`config.mk`:
```
export PLATFORM = sky130hd
export DESIGN_NAME = rbl_merge
export DESIGN_NICKNAME = d
export VERILOG_FILES = /design/src/hdl/rbl_pkg.sv /design/src/hdl/rbl_merge.sv
export SDC_FILE = /design/constraint.sdc
export NUM_CORES = 1
export LEC_CHECK = 0
export ABC_AREA = 1
export BUFFER_PORTS_ARGS = -buffer_cell sky130_fd_sc_hd__buf_2
export CAP_MARGIN = 10
export CORE_ASPECT_RATIO = 2
export CORE_MARGIN = 5
export CORE_UTILIZATION = 40
export DETAILED_ROUTE_END_ITERATION = 10
export SLEW_MARGIN = 40
export SYNTH_ARGS = -nofsm -noshare
export SYNTH_HDL_FRONTEND = slang
export SYNTH_SLANG_ARGS = --single-unit
```
`constraint.sdc`:
```
create_clock -name i_clk -period 7.4 [get_ports i_clk]
set_input_delay 1.11 -clock i_clk [delete_from_list [all_inputs] [get_ports i_clk]]
set_output_delay 1.11 -clock i_clk [all_outputs]
set_load 0.05 [all_outputs]
```
`src/hdl/rbl_pkg.sv`:
```
`default_nettype none

package rbl_pkg;

    typedef logic [1:0]  t_mode;
    typedef logic [7:0]  t_byte;
    typedef logic [15:0] t_frac2;
    typedef logic [24:0] t_num;

    localparam t_mode MODE_OVER  = 2'd0;
    localparam t_mode MODE_ADD   = 2'd1;
    localparam t_mode MODE_ERASE = 2'd2;

    localparam int NUM_COLOR = 3;
    localparam int NUM_LANES = 4;
    localparam int NUM_STAGES = 5;

    localparam t_frac2 FULL2 = 16'd65025;
    localparam t_num   FULL3 = 25'd16581375;
    localparam t_num   ROUND_BIAS = 25'd65025;
    localparam t_byte  ALPHA_SRC_FULL = 8'd255;
    localparam t_byte  ALPHA_SRC_NONE = 8'd0;

    localparam logic [16:0] DIV_D = 17'd130050;
    localparam logic [24:0] DIV_M = 25'd16909060;
    localparam int          DIV_SHIFT = 41;

endpackage

`default_nettype wire

```
`src/hdl/rbl_merge.sv`:
```
`default_nettype none

module rbl_merge
    import rbl_pkg::*;
(
    input  wire logic                 i_clk,
    input  wire logic                 i_en,
    input  wire t_mode                i_mode,
    input  wire t_num [NUM_LANES-1:0] i_num,
    output t_num [NUM_LANES-1:0]      o_x
);

    t_num                 w_max01;
    t_num                 w_max;
    t_num [NUM_LANES-1:0] w_fixed;
    t_num [NUM_LANES-1:0] n_x;
    t_num [NUM_LANES-1:0] r_x;

    always_comb begin
        w_max01 = (i_num[0] > i_num[1]) ? i_num[0] : i_num[1];
        w_max   = (w_max01 > i_num[2]) ? w_max01 : i_num[2];
        w_fixed = i_num;
        if ((i_mode == MODE_ADD) && (i_num[NUM_COLOR] < w_max)) begin
            w_fixed[NUM_COLOR] = w_max;
        end
        for (int k = 0; k < NUM_LANES; k++) begin
            if (w_fixed[k] > FULL3) begin
                n_x[k] = {FULL3[23:0], 1'b0} + ROUND_BIAS;
            end else begin
                n_x[k] = {w_fixed[k][23:0], 1'b0} + ROUND_BIAS;
            end
        end
    end

    always_ff @(posedge i_clk) begin
        if (i_en) begin
            r_x <= n_x;
        end
    end

    assign o_x = r_x;

endmodule

`default_nettype wire

```
# Word level (Yosys, flattened, before mapping)
# Cells that the tools add are included.
# totals
register_bits	100
in_bits	104
out_inout_bits	100
elab_cells	20
# op_classes
addsub	4
magnitude_cmp	7
eq_ne	1
mux	3
n_reduce_logical	1
# ops
operator	n
25-bit by 16-bit adder with 25-bit output, second input constant	4
25-bit by 24-bit greater-than comparator with 1-bit output, second input constant	4
25-bit 2-to-1 mux	3
25-bit greater-than comparator	2
25-bit less-than comparator	1
2-bit by 1-bit equality test with 1-bit output, second input constant	1
1-bit logical AND	1

# Longest topological paths before layout
# logic_depth
depth_word	8
mapped_depth	54
ltp_nobuf	48

# Worst setup path before layout
# OpenSTA, ideal clock, no wires.
# synth_path
kind	input to register
startpoint	input i_num[33] (netlist name)
endpoint	register r_x, in the netlist o_x[91], data pin
setup_ns	0.256
t_arrival_ns	6.658
t_required_ns	7.144
setup_slack_ns	0.486
path_stages	43
path_buffers	6
cell_sequence	inv_1 > ha_1 > nand2_1 > nor2_1 > nand3b_1 > nand3_1 > nand2_1 > nand3_2 > nand2_1 > buf_4 > buf_2 > o21ai_0 > ha_1 > nand2_1 > inv_1 > nand2_1 > nand2_1 > nand2_1 > [... 7 more ...] > o21ai_0 > inv_1 > ha_1 > nand4_1 > or3_1 > nor4_1 > nand2_4 > nand2_4 > buf_6 > inv_2 > o21ai_1 > ha_1 > nand4_1 > nor3_2 > nand3_4 > nand2_4 > buf_8 > nand2_2
# synth_via
elab_chain_cells	8
elab_cells_between_ends	9
cone_classes	1 x add/sub; 4 x order compare; 3 x mux; 1 x reduce/logical
# synth_rtl
element	line_no	source
from (decl)	rbl_merge.sv:9	input wire t_num [NUM_LANES-1:0] i_num,
25-bit greater-than comparator	rbl_merge.sv:20	w_max01 = (i_num[0] > i_num[1]) ? i_num[0] : i_num[1];
25-bit 2-to-1 mux *	rbl_merge.sv:20	
25-bit greater-than comparator	rbl_merge.sv:21	w_max = (w_max01 > i_num[2]) ? w_max01 : i_num[2];
25-bit 2-to-1 mux *	rbl_merge.sv:21	
25-bit less-than comparator	rbl_merge.sv:23	if ((i_mode == MODE_ADD) && (i_num[NUM_COLOR] < w_max)) begin
1-bit logical AND	rbl_merge.sv:23	
25-bit 2-to-1 mux *	rbl_merge.sv:23	
25-bit by 16-bit adder with 25-bit output / 25-bit by 24-bit greater-than comparator with 1-bit output (equally long branches)	rbl_merge.sv:30, rbl_merge.sv:27	
to (signal assigned)	rbl_merge.sv:37	r_x <= n_x;
to (decl)	rbl_merge.sv:17	t_num [NUM_LANES-1:0] r_x;
# Every way passes the cells marked *; elsewhere a longest branch is shown, timed or not.
# A chain may end at the register's enable or synchronous reset.

# Worst setup path in the final report
# layout_path
startpoint	input i_num[35] (netlist name)
endpoint	register r_x, in the netlist o_x[79], data pin
# The elaborated chain is that of the path after synthesis.

==> metrics.yaml <==
outcome:
  status: "complete, no violations"
grt:
  track_usage_pct: 22.9
  grt_max_degree: 52
  grt-ovfl-total: 0
  grt_pass1_wl_um: 41100
  grt_pass1_vias: 8194
  antenna_found_initial: 1
critical_path:
  critical_path_class: "input pin to flip-flop"
  worst_setup_path_start_kind: "input pin"
  crit_fanout: 30
  cp_common_cell: "nand2_1"
  crit_arrival_ps: 6960
  cp.required_ps: 7520
  cp-end-kind: "flip-flop"
  cpPeakStageDelay_ps: 350
  cp_slowest_cell: "ha_1"
synthesis:
  synth-seq-area-share_pct: 35.1
  synth-main-ff-cell: "edfxtp_1"
  syn_area_per_cell_um2: 7.55
  yosys_warnings: 0
  synth_cells: 1087
  syn_area_um2: 8210
  yosysUniqueCellTypes: 46
  postSynth.asyncResetShare_pct: 0
  synth-edff-count: 96
  ys_ff_latch: 96
power_and_ir_drop:
  power.density_nw_per_um2: 204
  vdd_ir_drop_max_v: 0.000124
  leakage_nw: 4.95
  fin_total_pwr_w: 0.00205
final_layout:
  fillers: 2139
  utilization_pct: 49.3
  nets: 1494
  areaGrowthSynthToFinish_pct: 22.5
  largest_reg_flops: 96
  drive_gt1_share_pct: 24.4
detailed_routing:
  ant_nets: 0
  top_layer_used: "met4"
  met2_length_um: 16000
  drt-pass1-iter-count: 5
  wl_met3_um: 1040
  drc_errors: 0
  vias: 8059
  avgRoutedWirePerCell_um: 17.4
  drt_iter0_markers: 312
  wl_um: 27500
  vias_per_cell: 5.10
  wl_met1_um: 8410
cts:
  clk_path_buf_depth: 2
  cts_setup_buffers: 0
  cts-buffers-inserted: 9
  cts.sinks: 96
  hold_buffers: 0
  ctsResizeCount: 0
  cts_tree: "done"
  root_buffer: "clkbuf_16"
  cts_max_level: 3
  clkTransAtPathRegs_ps: 70
sta:
  fin_crit_sh_pct: 92.4
  final_max_slew_viol_count: 0
  finalHoldViolCount: 0
  hold_ws_ps: 1010
  setup_viol: 0
  min_period_ps: 6840
  fmax_ghz: 0.146
  tightest_slew_ps: 731
  slew_headroom_pct: 50.7
floorplanning:
  die_height_um: 213
  die_w_um: 111
  die_area_um2: 23700
  core_region_area_um2: 20400
  num_rows: 74
  start_util_pct: 40.3
  ioPinCount: 204
placed_design:
  place_hpwl_um: 23600
  place.gp.congestion: 0.981
  portBuffers: 199
flow_run:
  maxCapViolations: 0
min_path:
  min_path_type: "input pin to flip-flop"
==> worst paths after layout <==
path / startpoint / to / slack (ps) / cells past startpoint
max: i_num[35] / o_x[79] / 560 / 46
min: i_num[8] / o_x[9] / 1010 / 2
==> routing by layer <==
layer / GRT usage (%) / up-vias
met4: 17.0 / 0
met2: 47.4 / 235
li1: - / 4035
met3: 3.02 / 89
met5: 0 / -
met1: 18.7 / 3700
==> final cells by class <==
class | count | area [um^2] | share of cell area [%]
diodes | 1 | 2.50 | 0.0249
clock buffers | 9 | 225 | 2.24
clock inverters | 7 | 100 | 0.996
inverters | 160 | 601 | 5.98
multi-input cells | 809 | 4610 | 45.9
flip-flops and latches | 96 | 2880 | 28.7
well taps | 266 | 333 | 3.31
repair buffers | 232 | 1290 | 12.8
==> stage by stage <==
step                TNS [ps]  std cells  setup slack, ps  area, um^2
floorplan                  0       1090              486        8220
global placement       -1980       1563             -111        9660
detailed placement     -5100       1563             -248        9660
CTS                        0       1579              154        9990
global route           -3.07       1580            -3.07       10000
finish                     0       1580              560       10000
==> cell usage after synthesis (9+ instances only) <==
| library cell | instances | area share, % |
|---|---|---|
| edfxtp_1 | 96 | 35 |
| nor3_1 | 11 | 0.67 |
| clkbuf_1 | 9 | 0.41 |
| xor2_1 | 26 | 2.8 |
| nand4_1 | 25 | 1.9 |
| nand3_1 | 57 | 3.5 |
| nor2_1 | 95 | 4.3 |
| nand2_2 | 24 | 1.8 |
| inv_1 | 156 | 7.1 |
| ha_1 | 82 | 13 |
| o21ai_0 | 50 | 3.0 |
| a21oi_1 | 51 | 3.1 |
| nor4_1 | 17 | 1.3 |
| nand2_1 | 302 | 14 |
==> worst max-delay path: cells and delay by family <==
| kind | cells | cell delay [ps] |
|---|---|---|
| compound gates | 5 | 1130 |
| simple gates | 29 | 2520 |
| buf+inv | 8 | 970 |
| fa+ha+maj | 4 | 1180 |
==> where the power goes <==
part	switching [W]	internal [W]	leakage, nW	total [W]
registers	0.0000135	0.000662	0.945	0.000675
logic	0.000594	0.000247	3.84	0.000841
clock network	0.000231	0.000300	0.161	0.000531
==> layout by cell type (no fill, tap or decap), types with 25 or more instances in the layout <==
cell type / instances
nand3_1: 57
nand2_1: 298
inv_1: 155
ha_1: 81
edfxtp_1: 96
buf_2: 198
a21oi_1: 51
nand4_1: 25
nor2_1: 92
o21ai_0: 40
nand2_2: 28
xor2_1: 26
buf_4: 29
==> cells by family (layout without fill, tap and decap cells) <==
family / after synthesis / count (layout) / synth area share [%]
other cells: 1 / 5 / 0.0457
xor+xnor: 30 / 30 / 3.20
flops: 96 / 96 / 35.1
simple gates: 566 / 566 / 31.2
fa+ha+maj: 82 / 82 / 12.5
compound gates: 127 / 127 / 8.55
buf+inv: 185 / 408 / 9.39
No activity file was read; power rests on OpenSTA's default activity.
