`config.mk`:
```
export PLATFORM = sky130hd
export DESIGN_NAME = rbl_lane
export DESIGN_NICKNAME = d
export VERILOG_FILES = /design/src/hdl/rbl_pkg.sv /design/src/hdl/rbl_lane.sv
export SDC_FILE = /design/constraint.sdc
export NUM_CORES = 1
export LEC_CHECK = 0
export ABC_AREA = 1
export BUFFER_PORTS_ARGS = -buffer_cell sky130_fd_sc_hd__buf_2
export CORE_ASPECT_RATIO = 1.5
export CORE_UTILIZATION = 65
export DETAILED_ROUTE_END_ITERATION = 8
export PLACE_DENSITY = 0.84
export SLEW_MARGIN = 20
export SYNTH_ARGS = -nofsm -noshare
export SYNTH_HDL_FRONTEND = slang
export SYNTH_SLANG_ARGS = --single-unit
```
`constraint.sdc`:
```
create_clock -name i_clk -period 8.9 [get_ports i_clk]
set_input_delay 1.78 -clock i_clk [delete_from_list [all_inputs] [get_ports i_clk]]
set_output_delay 1.78 -clock i_clk [all_outputs]
set_load 0.005 [all_outputs]
```
`src/hdl/rbl_pkg.sv`:
```
`default_nettype none

package rbl_pkg;

    typedef logic [1:0]  t_mode;
    typedef logic [7:0]  t_byte;
    typedef logic [15:0] t_frac2;
    typedef logic [24:0] t_num;

    localparam t_mode MODE_OVER  = 2'd0;
    localparam t_mode MODE_ADD   = 2'd1;
    localparam t_mode MODE_ERASE = 2'd2;

    localparam int NUM_COLOR = 3;
    localparam int NUM_LANES = 4;
    localparam int NUM_STAGES = 5;

    localparam t_frac2 FULL2 = 16'd65025;
    localparam t_num   FULL3 = 25'd16581375;
    localparam t_num   ROUND_BIAS = 25'd65025;
    localparam t_byte  ALPHA_SRC_FULL = 8'd255;
    localparam t_byte  ALPHA_SRC_NONE = 8'd0;

    localparam logic [16:0] DIV_D = 17'd130050;
    localparam logic [24:0] DIV_M = 25'd16909060;
    localparam int          DIV_SHIFT = 41;

endpackage

`default_nettype wire

```
`src/hdl/rbl_lane.sv`:
```
`default_nettype none

module rbl_lane
    import rbl_pkg::*;
(
    input  wire logic   i_clk,
    input  wire logic   i_en,
    input  wire t_mode  i_mode,
    input  wire t_byte  i_src,
    input  wire t_byte  i_dst,
    input  wire t_frac2 i_alpha,
    input  wire t_frac2 i_inv,
    output t_num        o_num
);

    logic [23:0] w_src_term;
    logic [23:0] w_dst_term;
    t_num        n_num;
    t_num        r_num;

    always_comb begin
        case (i_mode)
            MODE_ADD: begin
                w_src_term = i_src * i_alpha;
                w_dst_term = i_dst * FULL2;
            end
            MODE_ERASE: begin
                w_src_term = '0;
                w_dst_term = i_dst * i_inv;
            end
            default: begin
                w_src_term = i_src * i_alpha;
                w_dst_term = i_dst * i_inv;
            end
        endcase
        n_num = {1'b0, w_src_term} + {1'b0, w_dst_term};
    end

    always_ff @(posedge i_clk) begin
        if (i_en) begin
            r_num <= n_num;
        end
    end

    assign o_num = r_num;

endmodule

`default_nettype wire

```
== After elaboration in Yosys (flattened, before gate mapping) ==
Index checks and enable logic that the tools add are counted.

* Equal/unequal tests: 2
* $mul: 3
* Mux-type cells: 2
* Add/subtract/negate cells: 1

{| class="wikitable"
|+ Operators with widths
! operator !! count
|-
| 8-bit by 16-bit multiplier with 24-bit output || 2
|-
| 24-bit two-way mux || 2
|-
| 24-bit by 24-bit adder with 25-bit output || 1
|-
| 8-bit by 16-bit multiplier with 24-bit output, second input constant || 1
|-
| 2-bit by 1-bit == test with 1-bit output, second input constant || 1
|-
| 2-bit == test, second input constant || 1
|}

* Bits in registers: 25

== Depth between registers and ports, before layout ==
* Depth after elaboration: 3
* Gate-level depth with buffers: 34
* Depth with buffers taken out: 32

== Worst setup path after synthesis ==
No wires, ideal clock.

* Kind: input-to-reg
* From: input port i_src[2]
* To: register r_num[19], in the netlist o_num[19] (data pin)
* Arrival time: 6.502 ns
* Data required time: 8.640 ns
* Library setup time: 0.260 ns
* Slack: 2.138 ns
* Stages: 25
* Cell sequence: clkbuf_1 clkbuf_1 nand2_1 fa_1 fa_1 inv_1 fa_1 inv_1 fa_1 inv_1 ha_1 a21oi_1 o21ai_0 a21oi_2 inv_1 nand2_1 nand3_1 nand2_1 nor2_1 ha_1 a21o_1 o21bai_1 a21oi_1 nand3_1 xor2_1

* Cells in the longest elaborated chain, start to end: 3

{| class="wikitable"
|+ RTL lines
! element !! RTL line !! text
|-
| start: declaration || rbl_lane.sv:9 || <nowiki>input wire t_byte i_src,</nowiki>
|-
| 8-bit by 16-bit multiplier with 24-bit output || rbl_lane.sv:24, rbl_lane.sv:32 ||
|-
| 24-bit two-way mux || -- ||
|-
| 24-bit by 24-bit adder with 25-bit output || rbl_lane.sv:36 || <nowiki>n_num = {1'b0, w_src_term} + {1'b0, w_dst_term};</nowiki>
|-
| via n_num[19] || rbl_lane.sv:18 || <nowiki>t_num n_num;</nowiki>
|-
| end signal: assignment || rbl_lane.sv:41 || <nowiki>r_num <= n_num;</nowiki>
|-
| end: declaration || rbl_lane.sv:19 || <nowiki>t_num r_num;</nowiki>
|}

The timed path passes the listed nets, and every way through them passes these cells.
A chain may end at the register's enable or synchronous reset.

== Final worst setup path ==
* From: input port i_dst[2]
* To: register r_num[19], in the netlist o_num[19] (data pin)

* Cells in the longest elaborated chain, start to end: 3

{| class="wikitable"
|+ RTL lines
! element !! RTL line !! text
|-
| start: declaration || rbl_lane.sv:10 || <nowiki>input wire t_byte i_dst,</nowiki>
|-
| 8-bit by 16-bit multiplier with 24-bit output, on equally long branches || rbl_lane.sv:29, rbl_lane.sv:33, rbl_lane.sv:25 ||
|-
| 24-bit two-way mux (*) || -- ||
|-
| 24-bit by 24-bit adder with 25-bit output (*) || rbl_lane.sv:36 ||
|-
| via n_num[19] || rbl_lane.sv:18 ||
|}

The timed path passes the listed nets; every way through them passes the cells marked *.

==> reports/qor.csv <==
metric;value;unit
Synth warnings;0;
syn_area_per_cell;6.79;um2
CTS Buffer Depth;2;
post-DR wirelength/cell;15.6;um
Post-Syn Nets;2260;
register bit count reported by yosys;25;
CTS Buf Count;3;
Routed WL;33.4;mm
Initial Utilization;66.3;%
Syn Inst Count;1871;
final worst slack;1.20;ns
met2 layer usage reported by global route;69.3;%
H-tree Lvls;1;
Place WS;1.03;ns
number of global-route vias before repair;12244;
chip height;173;um
commonest non-fill, non-tap cell in the layout;nand2_1;
ant diodes;0;
count of final max-slew check failures;0;
Largest register FFs;25;
setup TNS;0;ns
WS Path Type;input pin to register;
Rows;62;
Residual DRC;0;
unrepaired setup endpoints after global routing;no;
layout cells sized above 1;4.83;%
CTS resizes;0;
Clk pin slew, worst setup/hold paths;0.06;ns
pin count of the biggest net entering global routing;31;
PortBufs;76;
Worst Path Required;8.97;ns
Yosys cell types;36;
crit path max fanout;20;
antenna-violating nets left;0;
crit path DAT;7.77;ns
All-Layer GR Usage;35.1;%
crit path capture type;register;
CTS root buffer;clkbuf_16;
first-pass GRT wire length;55.2;mm
minimum clock period;7.70;ns
DRT iter0 DRCs;497;
crit path launch type;input pin;
I/O pin cnt;77;
chip width;116;um
total gr overflow;0;
slew at the pin with the worst max-slew slack;0.640;ns
Hold Slack;2.04;ns
Placer Congestion;0.984;
GR Layer Usage met1;33.2;%
Area growth syn-to-layout;4.14;%
Core ar.;0.0192;mm2
CTS hold repair buffers;0;
f_max;130;MHz
Cells after DPL;2135;
die area;0.0201;mm2
Post-DP HPWL;29.3;mm
most frequent cells in the layout;nand2_1 (535), inv_1 (491), fa_1 (191);
GRT Max-Usage Layer;met2;
Max Cap Viol;0;
mean number of vias per cell;5.39;
CTS sink cnt;25;
CTS tree;done;
Slew HR;56.9;%
Mapped Area;0.0127;mm2
final hold vios;0;
Total Nets Final;2273;
setup violators final;0;
status;complete, no violations;
fin crit share;86.5;%
initial antenna violation count;0;
Via Count;11530;
met3 GRT Util;2.31;%
worst min-delay path class;input pin to register;
post-CTS setup buffers;0;
Finished Layout Cells;2139;
sequential fraction of the synthesis area;5.91;%
DRT Pass-1 Iters;5;
==> worst max-delay path: stages <==
cell and delay [ns]:
buf_2 0.40, nand2_1 0.17, fa_1 0.54, fa_1 0.54
inv_1 0.05, fa_1 0.47, inv_1 0.05, fa_1 0.47
inv_1 0.04, ha_1 0.35, nand2_1 0.12, nor2_1 0.23
a21oi_1 0.16, o21ai_0 0.32, nand2_1 0.11, nand2_1 0.08
o21ai_1 0.07, ha_1 0.41, nand2_1 0.15, inv_1 0.08
nand2_1 0.13, nor3_1 0.45, nand4_1 0.19, nand3_1 0.16
xor2_1 0.25
==> stage by stage <==
stage          cell area [um2]  utilization [%]
2_1_floorplan            12700                -
3_3_place_gp             13200             68.6
3_5_place_dp             13200             68.6
4_1_cts                  13200             69.1
5_1_grt                  13200             69.1
6_report                 13200             69.1
==> worst paths after layout <==
| path | from | end | slack (ns) | cells after the start |
|---|---|---|---|---|
| worst min-delay path | i_en | o_num[23] | 2.04 | 1 |
| worst max-delay path | i_dst[2] | o_num[19] | 1.20 | 25 |
==> layout make-up <==
class                   count  area, um2
multi-input cells        1284       9840
repair buffers             78        395
clock buffers               3       75.1
fillers                  1684       5930
flip-flops and latches     25        751
well taps                 256        320
inverters                 492       1850
clock inverters             1       5.00
==> logic make-up (layout without fill, tap and decap cells) <==
logic type	count (synthesis)	count (layout)	synth area share [%]
AO/OA/AOI/OAI	164	164	6.99
XOR/XNOR	34	34	2.34
adder cells (fa/ha/maj)	337	337	44.5
buffers and inverters	562	574	16.7
flip-flops	25	25	5.91
AND/OR/NAND/NOR	749	749	23.6
==> synth_stat cells <==
| library cell | count | area share, % |
|---|---|---|
| buf_1 | 4 | 0.12 |
| buf_4 | 1 | 0.059 |
| o21a_1 | 3 | 0.18 |
| nand2_1 | 535 | 16 |
| nor3_1 | 11 | 0.43 |
| buf_2 | 1 | 0.039 |
| nand3_1 | 71 | 2.8 |
| nand3_2 | 2 | 0.16 |
| o211ai_1 | 2 | 0.12 |
| a21oi_2 | 1 | 0.069 |
| clkbuf_1 | 62 | 1.8 |
| o21bai_1 | 10 | 0.59 |
| nand4_1 | 16 | 0.79 |
| nor4_1 | 3 | 0.15 |
| xor2_1 | 23 | 1.6 |
| edfxtp_1 | 25 | 5.9 |
| nor3_2 | 1 | 0.079 |
| clkbuf_2 | 2 | 0.079 |
| a21o_1 | 4 | 0.24 |
| a31oi_1 | 2 | 0.098 |
| o21ai_1 | 2 | 0.079 |
| clkinv_1 | 1 | 0.030 |
| and2_1 | 1 | 0.049 |
| o22ai_1 | 1 | 0.049 |
| nor2_1 | 103 | 3.0 |
| inv_1 | 491 | 15 |
| a21oi_1 | 94 | 3.7 |
| a21boi_2 | 1 | 0.089 |
| fa_1 | 191 | 30 |
| ha_1 | 146 | 14 |
| o21bai_2 | 1 | 0.089 |
| xnor2_1 | 11 | 0.76 |
| or2_2 | 1 | 0.049 |
| nand3b_1 | 3 | 0.18 |
| nand2_2 | 2 | 0.098 |
| o21ai_0 | 43 | 1.7 |
==> layer usage <==
metal  share of wire [%]  wire length [um]
met2                  57             18900
met3                 2.3               769
met1                  34             11300
met5                   0                 0
met4                 7.4              2480
Power is not shown: default switching activity piles up to over one toggle a cycle in this logic, so the estimate is an artifact.
