### src/hdl/rbl_pkg.sv
`default_nettype none

package rbl_pkg;

    typedef logic [1:0]  t_mode;
    typedef logic [7:0]  t_byte;
    typedef logic [15:0] t_frac2;
    typedef logic [24:0] t_num;

    localparam t_mode MODE_OVER  = 2'd0;
    localparam t_mode MODE_ADD   = 2'd1;
    localparam t_mode MODE_ERASE = 2'd2;

    localparam int NUM_COLOR = 3;
    localparam int NUM_LANES = 4;
    localparam int NUM_STAGES = 5;

    localparam t_frac2 FULL2 = 16'd65025;
    localparam t_num   FULL3 = 25'd16581375;
    localparam t_num   ROUND_BIAS = 25'd65025;
    localparam t_byte  ALPHA_SRC_FULL = 8'd255;
    localparam t_byte  ALPHA_SRC_NONE = 8'd0;

    localparam logic [16:0] DIV_D = 17'd130050;
    localparam logic [24:0] DIV_M = 25'd16909060;
    localparam int          DIV_SHIFT = 41;

endpackage

`default_nettype wire

### src/hdl/rbl_to_byte.sv
`default_nettype none

module rbl_to_byte
    import rbl_pkg::*;
(
    input  wire logic i_clk,
    input  wire logic i_en_mul,
    input  wire logic i_en_fix,
    input  wire t_num i_x,
    output t_byte     o_byte
);

    // The reciprocal estimate is at most one below the true quotient.
    logic [49:0] w_prod;
    logic [8:0]  n_q0;
    logic [8:0]  r_q0;
    t_num        r_x;
    logic [25:0] w_qd;
    logic [25:0] w_rem;
    logic [8:0]  w_q;
    t_byte       r_byte;

    always_comb begin
        w_prod = i_x * DIV_M;
        n_q0   = w_prod[DIV_SHIFT +: 9];
    end

    always_ff @(posedge i_clk) begin
        if (i_en_mul) begin
            r_q0 <= n_q0;
            r_x  <= i_x;
        end
    end

    always_comb begin
        w_qd  = r_q0 * DIV_D;
        w_rem = {1'b0, r_x} - w_qd;
        w_q   = (w_rem >= {9'd0, DIV_D}) ? (r_q0 + 9'd1) : r_q0;
    end

    always_ff @(posedge i_clk) begin
        if (i_en_fix) begin
            r_byte <= w_q[7:0];
        end
    end

    assign o_byte = r_byte;

endmodule

`default_nettype wire

### config.mk
export PLATFORM = sky130hd
export DESIGN_NAME = rbl_to_byte
export DESIGN_NICKNAME = d
export VERILOG_FILES = /design/src/hdl/rbl_pkg.sv /design/src/hdl/rbl_to_byte.sv
export SDC_FILE = /design/constraint.sdc
export NUM_CORES = 1
export LEC_CHECK = 0
export BUFFER_PORTS_ARGS = -buffer_cell sky130_fd_sc_hd__buf_2
export CAP_MARGIN = 30
export CORE_MARGIN = 5
export CORE_UTILIZATION = 30
export DETAILED_ROUTE_END_ITERATION = 8
export GPL_TIMING_DRIVEN = 0
export PLACE_DENSITY = 0.51
export SLEW_MARGIN = 20
export SYNTH_ARGS = -nofsm -noshare
export SYNTH_HDL_FRONTEND = slang
export SYNTH_SLANG_ARGS = --single-unit
export TNS_END_PERCENT = 1
### constraint.sdc
create_clock -name i_clk -period 7.4 [get_ports i_clk]
set_clock_uncertainty 0.1 [all_clocks]
set_input_delay 0.37 -clock i_clk [delete_from_list [all_inputs] [get_ports i_clk]]
set_output_delay 0.37 -clock i_clk [all_outputs]
set_load 0.1 [all_outputs]
# [After elaboration in Yosys (flattened, before gate mapping)]
# Cells that the tools add are included.
[totals] ff_bits=42 output_inout_bits=8
[op_classes] add_sub_neg=2 mul=2 magnitude_cmp=1 muxes=1
[op_table] operator="25-bit by 23-bit multiplier with 48-bit output (second input constant)" n=1
[op_table] operator="26-bit by 17-bit >= comparator with 1-bit output (second input constant)" n=1
[op_table] operator="25-bit by 26-bit subtractor with 26-bit output" n=1
[op_table] operator="9-bit by 16-bit multiplier with 25-bit output (second input constant)" n=1
[op_table] operator="8-bit by 1-bit adder with 8-bit output (second input constant)" n=1
[op_table] operator="8-bit two-way mux" n=1

# [Logic depth before layout (Yosys ltp)]
# Gate-level depths: netlist (run 1).
[logic_depth] ltp_word=4 depth_mapped=28 mapped_depth_nobuf=28

# [Least setup slack after synthesis (run 1)]
# OpenSTA, ideal clock, no wires.
[synth_timing] path_kind="register to register" start="reg r_q0[6]" end="reg r_byte[7] (netlist: o_byte[7]), data pin" setup_time_ns=0.262 arrival_time_ns=5.943 t_required_ns=7.038 setup_slack_ns=1.096 path_stages_with_launch=25 n_path_buf=1 synth_period_minus_slack_ns=6.304 cell_sequence="edfxtp_1 fa_1 inv_1 fa_1 inv_1 fa_1 inv_1 fa_1 inv_1 ha_1 inv_1 o21bai_1 a21oi_1 xor2_1 ha_1 clkdlybuf4s50_2 a21o_1 nand2_1 nand3b_1 o211ai_2 o21ai_2 xnor2_1 nor4_4 a211oi_1 xnor2_1"
[synth_between] elab_chain_len=4
[synth_lines] item="start: declaration" line="rbl_to_byte.sv:16" rtl="logic [8:0] r_q0;"
[synth_lines] item="start signal: assignment" line="rbl_to_byte.sv:30" rtl="r_q0 <= n_q0;"
[synth_lines] item="9-bit by 16-bit multiplier with 25-bit output" line="rbl_to_byte.sv:36" rtl="w_qd = r_q0 * DIV_D;"
[synth_lines] item="25-bit by 26-bit subtractor with 26-bit output" line="rbl_to_byte.sv:37" rtl="w_rem = {1'b0, r_x} - w_qd;"
[synth_lines] item="26-bit by 17-bit >= comparator with 1-bit output" line="rbl_to_byte.sv:38" rtl="w_q = (w_rem >= {9'd0, DIV_D}) ? (r_q0 + 9'd1) : r_q0;"
[synth_lines] item="8-bit two-way mux *" line="rbl_to_byte.sv:38"
[synth_lines] item="net w_q[7]" line="rbl_to_byte.sv:20" rtl="logic [8:0] w_q;"
[synth_lines] item="end signal: assignment" line="rbl_to_byte.sv:43" rtl="r_byte <= w_q[7:0];"
[synth_lines] item="end: declaration" line="rbl_to_byte.sv:21" rtl="t_byte r_byte;"
# The timed path passes the listed nets; every way through them passes the cells marked *.
# A chain may end at the register's enable or synchronous reset.

# [Worst setup path after layout (run 1)]
[layout_timing] start="reg r_q0[1]" end="reg r_byte[7] (netlist: o_byte[7]), data pin"
# Same word-level chain as after synthesis.

==> results of run 1 <==
==> registers in the layout, indices dropped and copies added (netlist names) <==
register  flops
o_byte        8
r_x          24
r_q0          9
==> critical path, stage by stage (launching register included) <==
cell,delay (ns)
edfxtp_1,0.52
inv_1,0.17
fa_1,0.51
inv_1,0.19
ha_1,0.28
ha_1,0.29
inv_1,0.05
fa_1,0.50
inv_1,0.04
ha_1,0.21
fa_1,0.41
a21o_1,0.20
a21oi_1,0.21
o21bai_1,0.09
a21oi_1,0.22
xor2_1,0.24
ha_1,0.27
clkdlybuf4s50_2,0.56
a21o_1,0.19
nand2_1,0.14
nand3b_1,0.13
o211ai_2,0.22
o21ai_2,0.08
xnor2_1,0.27
nor4_4,0.08
buf_4,0.19
a211oi_1,0.30
xnor2_1,0.10
==> repair_timing <==
action                                  in CTS  in global routing
buffers inserted                             0                  8
gates resized for setup                      0                  3
endpoints found under the setup margin       0                  8
==> final cells by class <==
type	instances	area, sq um
fill	3136	20400
multi-input combinational	733	7390
sequential	41	1230
inverter	152	574
tap	396	495
timing repair buffer	43	235
clock buffer	6	129
buffer	3	36.3
clock inverter	2	15.0
==> routing by layer <==
| layer | part of all wire, % | global-route usage (%) | wire [um] |
|---|---|---|---|
| met5 | 0 | 0 | 0 |
| met4 | 1.3 | 2.41 | 289 |
| met3 | 1.6 | 0.844 | 337 |
| met2 | 50 | 23.8 | 10800 |
| met1 | 47 | 16.7 | 10100 |
==> worst paths after layout <==
path / startpoint / depth (start not counted) / to / slack [ns]
worst max register to register: r_q0[1]$_DFFE_PP_ / 27 / o_byte[7]$_DFFE_PP_ / 0.36
worst max-delay path: r_q0[1]$_DFFE_PP_ / 27 / o_byte[7]$_DFFE_PP_ / 0.36
worst min register to register: r_q0[2]$_DFFE_PP_ / 2 / o_byte[2]$_DFFE_PP_ / 0.80
worst min-delay path: i_x[4] / 1 / r_x[4]$_DFFE_PP_ / 0.28
==> per-stage QoR <==
stage	cell area, sq um	std cells	hold WS [ns]
after floorplan	9230	929	0.369
after global placement	9900	1360	0.578
after detailed placement	9900	1360	0.586
after CTS	10000	1368	0.283
after global routing	10100	1376	0.283
final	10100	1376	0.279
==> cells by family after synthesis <==
group / synth area share [%]
mux: 0.217
buf+inv: 6.58
fa+ha+maj: 54.6
compound gates: 13.9
simple gates: 7.66
flops: 13.3
xor+xnor: 3.70
==> cells in the final DEF, fill, tap and decap left out, drive strengths merged, types with 13 or more instances in the layout <==
| master | synthesis | layout |
|---|---|---|
| nor2 | 40 | 40 |
| inv | 152 | 151 |
| buf | 1 | 44 |
| a21oi | 56 | 56 |
| fa | 64 | 64 |
| ha | 300 | 300 |
| nand2 | 28 | 28 |
| xor2 | 16 | 16 |
| a21o | 32 | 32 |
| nand4 | 13 | 13 |
| o21ai | 33 | 33 |
| nand3 | 18 | 18 |
| xnor2 | 23 | 23 |
| edfxtp | 41 | 41 |
==> flow_summary.yaml, run 1 <==
outcome:
  status: "finished, final reports clean"
timing:
  fmax_mhz: 142
  rsz0062_at_grt: "no"
  finalSetupTns_ns: 0
  finalHoldViolCount: 0
  maxSlewViolCount: 0
  fin_crit_ns: 7.04
  period_share_pct: 95.1
  worst_pin_slew_ns: 0.751
  relSlewSlack_pct: 49.9
  setup_violations: 0
  setup_slack_ns: 0.359
detailed_routing:
  vias_per_cell: 4.86
  remaining_drc_errors: 0
  wirelength_mm: 21.4
  vias: 6681
  ant_nets: 0
  wl_per_cell_um: 15.6
  drtPass1Iterations: 4
  drt_iter0_drc: 304
critical_path:
  cp-start-kind: "register"
  worst-path-max-fanout: 8
  crit_required_ns: 7.33
  path_class: "reg2reg"
  cp-end-kind: "register"
  worstPathArrival_ns: 6.97
cts:
  clk_latency_ns: 0.29
  cts_tree: "done"
  cts_buffers: 5
  clockRootBuffer: "clkbuf_16"
  cts.htree.levels: 2
  cts.sinks: 41
  cts_hold_buffers: 0
  cts_buffer_depth: 2
  clk_pin_slew_worst_paths_ns: 0.06
worst_hold_path:
  hp-class: "in2reg"
synth:
  synth-seq-cells: 41
  synth_seq_area_share_pct: 13.3
  synth_area_sq_um: 9230
  synth_edf_count: 41
  avgSynthCellArea_sq_um: 9.93
  synth_ff_type: "edfxtp_1"
  synth_nets: 1321
  synthTopCellsByArea: "ha_1 41%, fa_1 14%, edfxtp_1 13%"
  synth_top_area_cell: "ha_1"
  synth.distinct_cells: 62
  ys_warn_count: 0
  synth.most_common_cell: "ha_1"
  netlist_instances: 929
  synth_common_cells: "300 x ha_1, 152 x inv_1, 64 x fa_1"
  yosysTopAreaCellShare_pct: 40.7
  async_flop_share_pct: 0
floorplan:
  fp.dieW_um: 185
  core_area_sq_um: 30500
  rows: 64
  die_y_um: 185
  start_util_pct: 30.2
  io_pins: 36
  die-area_sq_um: 34400
place:
  io_buffers: 35
  dp_slack_ns: 0.177
  dp_hpwl_mm: 18.9
  gp_congestion: 0.808
grt:
  grt_pass1_wl_mm: 35.5
  grt_pass1_vias: 6872
  grt_overflow: 0
  grt_usage_pct: 12.9
  grt_antenna_before_repair: 0
  grt_max_degree: 34
finish:
  post-route-util_pct: 33.1
  nets: 1371
  area_growth_pct: 9.56
  num_antenna_cells: 0
  drive_gt1_share_pct: 7.35
flow_run:
  drv_cap: 0
Power of run 1 is left out: the tool's default activity adds up to more than one toggle a clock period on the data nets, which glitch-free logic cannot reach.
==> run 2: changes to the inputs <==
- CTS_CLUSTER_SIZE: unset -> 25
- PLACE_DENSITY: 0.51 -> 0.52
- clock period: 7.4 -> 5.7 ns (I/O delays scaled with it)
==> flow_summary.yaml, run 2 (synthesis gave the netlist of run 1 again) <==
outcome:
  status: "complete, but fails checks"
  violations: "negative setup slack"
critical_path:
  cp-start-kind: "register"
  r2r_start: "r_q0[1]$_DFFE_PP_"
  critPathBufInv: 4
  crit_slowest_cell: "fa_2"
  path_class: "reg2reg"
  reg2reg_depth: 24
  cp-end-kind: "register"
  ff2ff_setup_slack_ns: -0.35
  worst-path-max-fanout: 7
  cpPeakStageDelay_ns: 0.60
  crit_required_ns: 5.64
  crit_family: "adder cells"
  crit_chain: "inv_2 > fa_2 > inv_4 > fa_1 > ha_4 > fa_1 > fa_2 > a21o_1 > a21oi_4 > o21bai_1 > a21oi_2 > nor2b_1 > o21a_1 > or3_1 > nand2_2 > ha_4 > inv_2 > a2111o_1 > a2bb2oi_2 > nand4_1 > nor4_4 > buf_6 > a21oi_2 > xnor2_2"
  worstPathArrival_ns: 5.98
  reg2reg_to: "o_byte[6]$_DFFE_PP_"
finish:
  drive_gt1_share_pct: 14.3
  num_antenna_cells: 0
  layout.cells.most_common_list: "288 x ha_1, 139 x inv_1, 60 x fa_1, 46 x a21oi_1, 41 x edfxtp_1"
  largest_reg_flops: 24
  top_register: "r_x"
  nets: 1390
  post-route-util_pct: 34.5
  area_growth_pct: 14.1
  fill_cells: 3088
  final_common_cell: "ha_1"
  final-instance-count-excl-fill: 1395
timing:
  whs_ns: 0.189
  rsz0062_at_grt: "yes"
  setup_slack_ns: -0.347
  finalHoldViolCount: 0
  relSlewSlack_pct: 51.2
  period_share_pct: 106
  fin_crit_ns: 6.05
  fmax_mhz: 165
  maxSlewViolCount: 0
  worst_pin_slew_ns: 0.732
  setup_violations: 8
place:
  io_buffers: 35
  placed_cells: 1360
  gp_congestion: 0.851
  dp_hpwl_mm: 18.8
  dp_slack_ns: -0.946
grt:
  grt_antenna_before_repair: 0
  grt_max_degree: 34
  grt_pass1_wl_mm: 35.5
  grt_pass1_vias: 6804
  grt_usage_pct: 13.0
  grt_overflow: 0
floorplan:
  rows: 64
  die_y_um: 185
  fp.dieW_um: 185
  io_pins: 36
  core_area_sq_um: 30500
  die-area_sq_um: 34400
  start_util_pct: 30.2
cts:
  cts_tree: "done"
  clk_latency_ns: 0.29
  cts_buffer_depth: 2
  cts.htree.levels: 2
  clockRootBuffer: "clkbuf_16"
  cts_hold_buffers: 0
  cts.sinks: 41
  cts_buffers: 5
  clk_pin_slew_worst_paths_ns: 0.06
worst_hold_path:
  worstHoldStart: "i_x[2]"
  holdPathStages: 1
  hp-class: "in2reg"
  whs_endpoint: "r_x[2]$_DFFE_PP_"
detailed_routing:
  vias: 6729
  wl_per_cell_um: 15.6
  ant_nets: 0
  drtPass1Iterations: 4
  vias_per_cell: 4.82
  wirelength_mm: 21.8
  remaining_drc_errors: 0
  drt_iter0_drc: 227
flow_run:
  drv_cap: 0
-- run 2: what timing repair did --
item / in CTS / in global routing
setup buffers: 22 / 6
resized for setup: 23 / 19
pin swaps: 35 / 20
setup endpoints to repair: 12 / 11
-- run 2: worst max-delay path by stage --
stage | startpoint | to | slack [ns] | depth (start not counted)
2_1_floorplan | r_q0[1]$_DFFE_PP_ | o_byte[5]$_DFFE_PP_ | -0.03 | 27
3_3_place_gp | r_q0[3]$_DFFE_PP_ | o_byte[4]$_DFFE_PP_ | -0.92 | 24
3_5_place_dp | r_q0[3]$_DFFE_PP_ | o_byte[6]$_DFFE_PP_ | -0.95 | 24
4_1_cts | r_q0[1]$_DFFE_PP_ | o_byte[7]$_DFFE_PP_ | -0.43 | 25
5_1_grt | r_q0[5]$_DFFE_PP_ | o_byte[3]$_DFFE_PP_ | -0.53 | 25
6_report | r_q0[1]$_DFFE_PP_ | o_byte[6]$_DFFE_PP_ | -0.35 | 24
-- run 2: metrics by stage --
stage / area [sq um] / TNS [ns]
detailed placement: 10000 / -9.44
finish: 10500 / -2.66
global placement: 10000 / -9.44
CTS: 10400 / -3.36
global route: 10500 / -4.18
floorplan: 9330 / -0.170
-- run 2: final cells by class --
cell class	instances	area, sq um	share of cell area [%]
Inverter	152	576	5.47
Buffer	2	25.0	0.238
Multi-Input combinational cell	733	7660	72.8
Sequential cell	41	1230	11.7
Clock buffer	6	129	1.22
Tap cell	396	495	4.71
Clock inverter	2	15.0	0.143
Timing Repair Buffer	63	392	3.72
-- run 2: layer usage --
| layer | share of wire, % | vias up | track usage, % |
|---|---|---|---|
| met5 | 0 | - | 0 |
| met4 | 2.0 | 0 | 3.38 |
| met3 | 1.6 | 24 | 0.570 |
| met2 | 50 | 79 | 23.5 |
| met1 | 46 | 3154 | 16.9 |
| li1 | - | 3472 | - |
Power of run 2 is left out for the same reason.
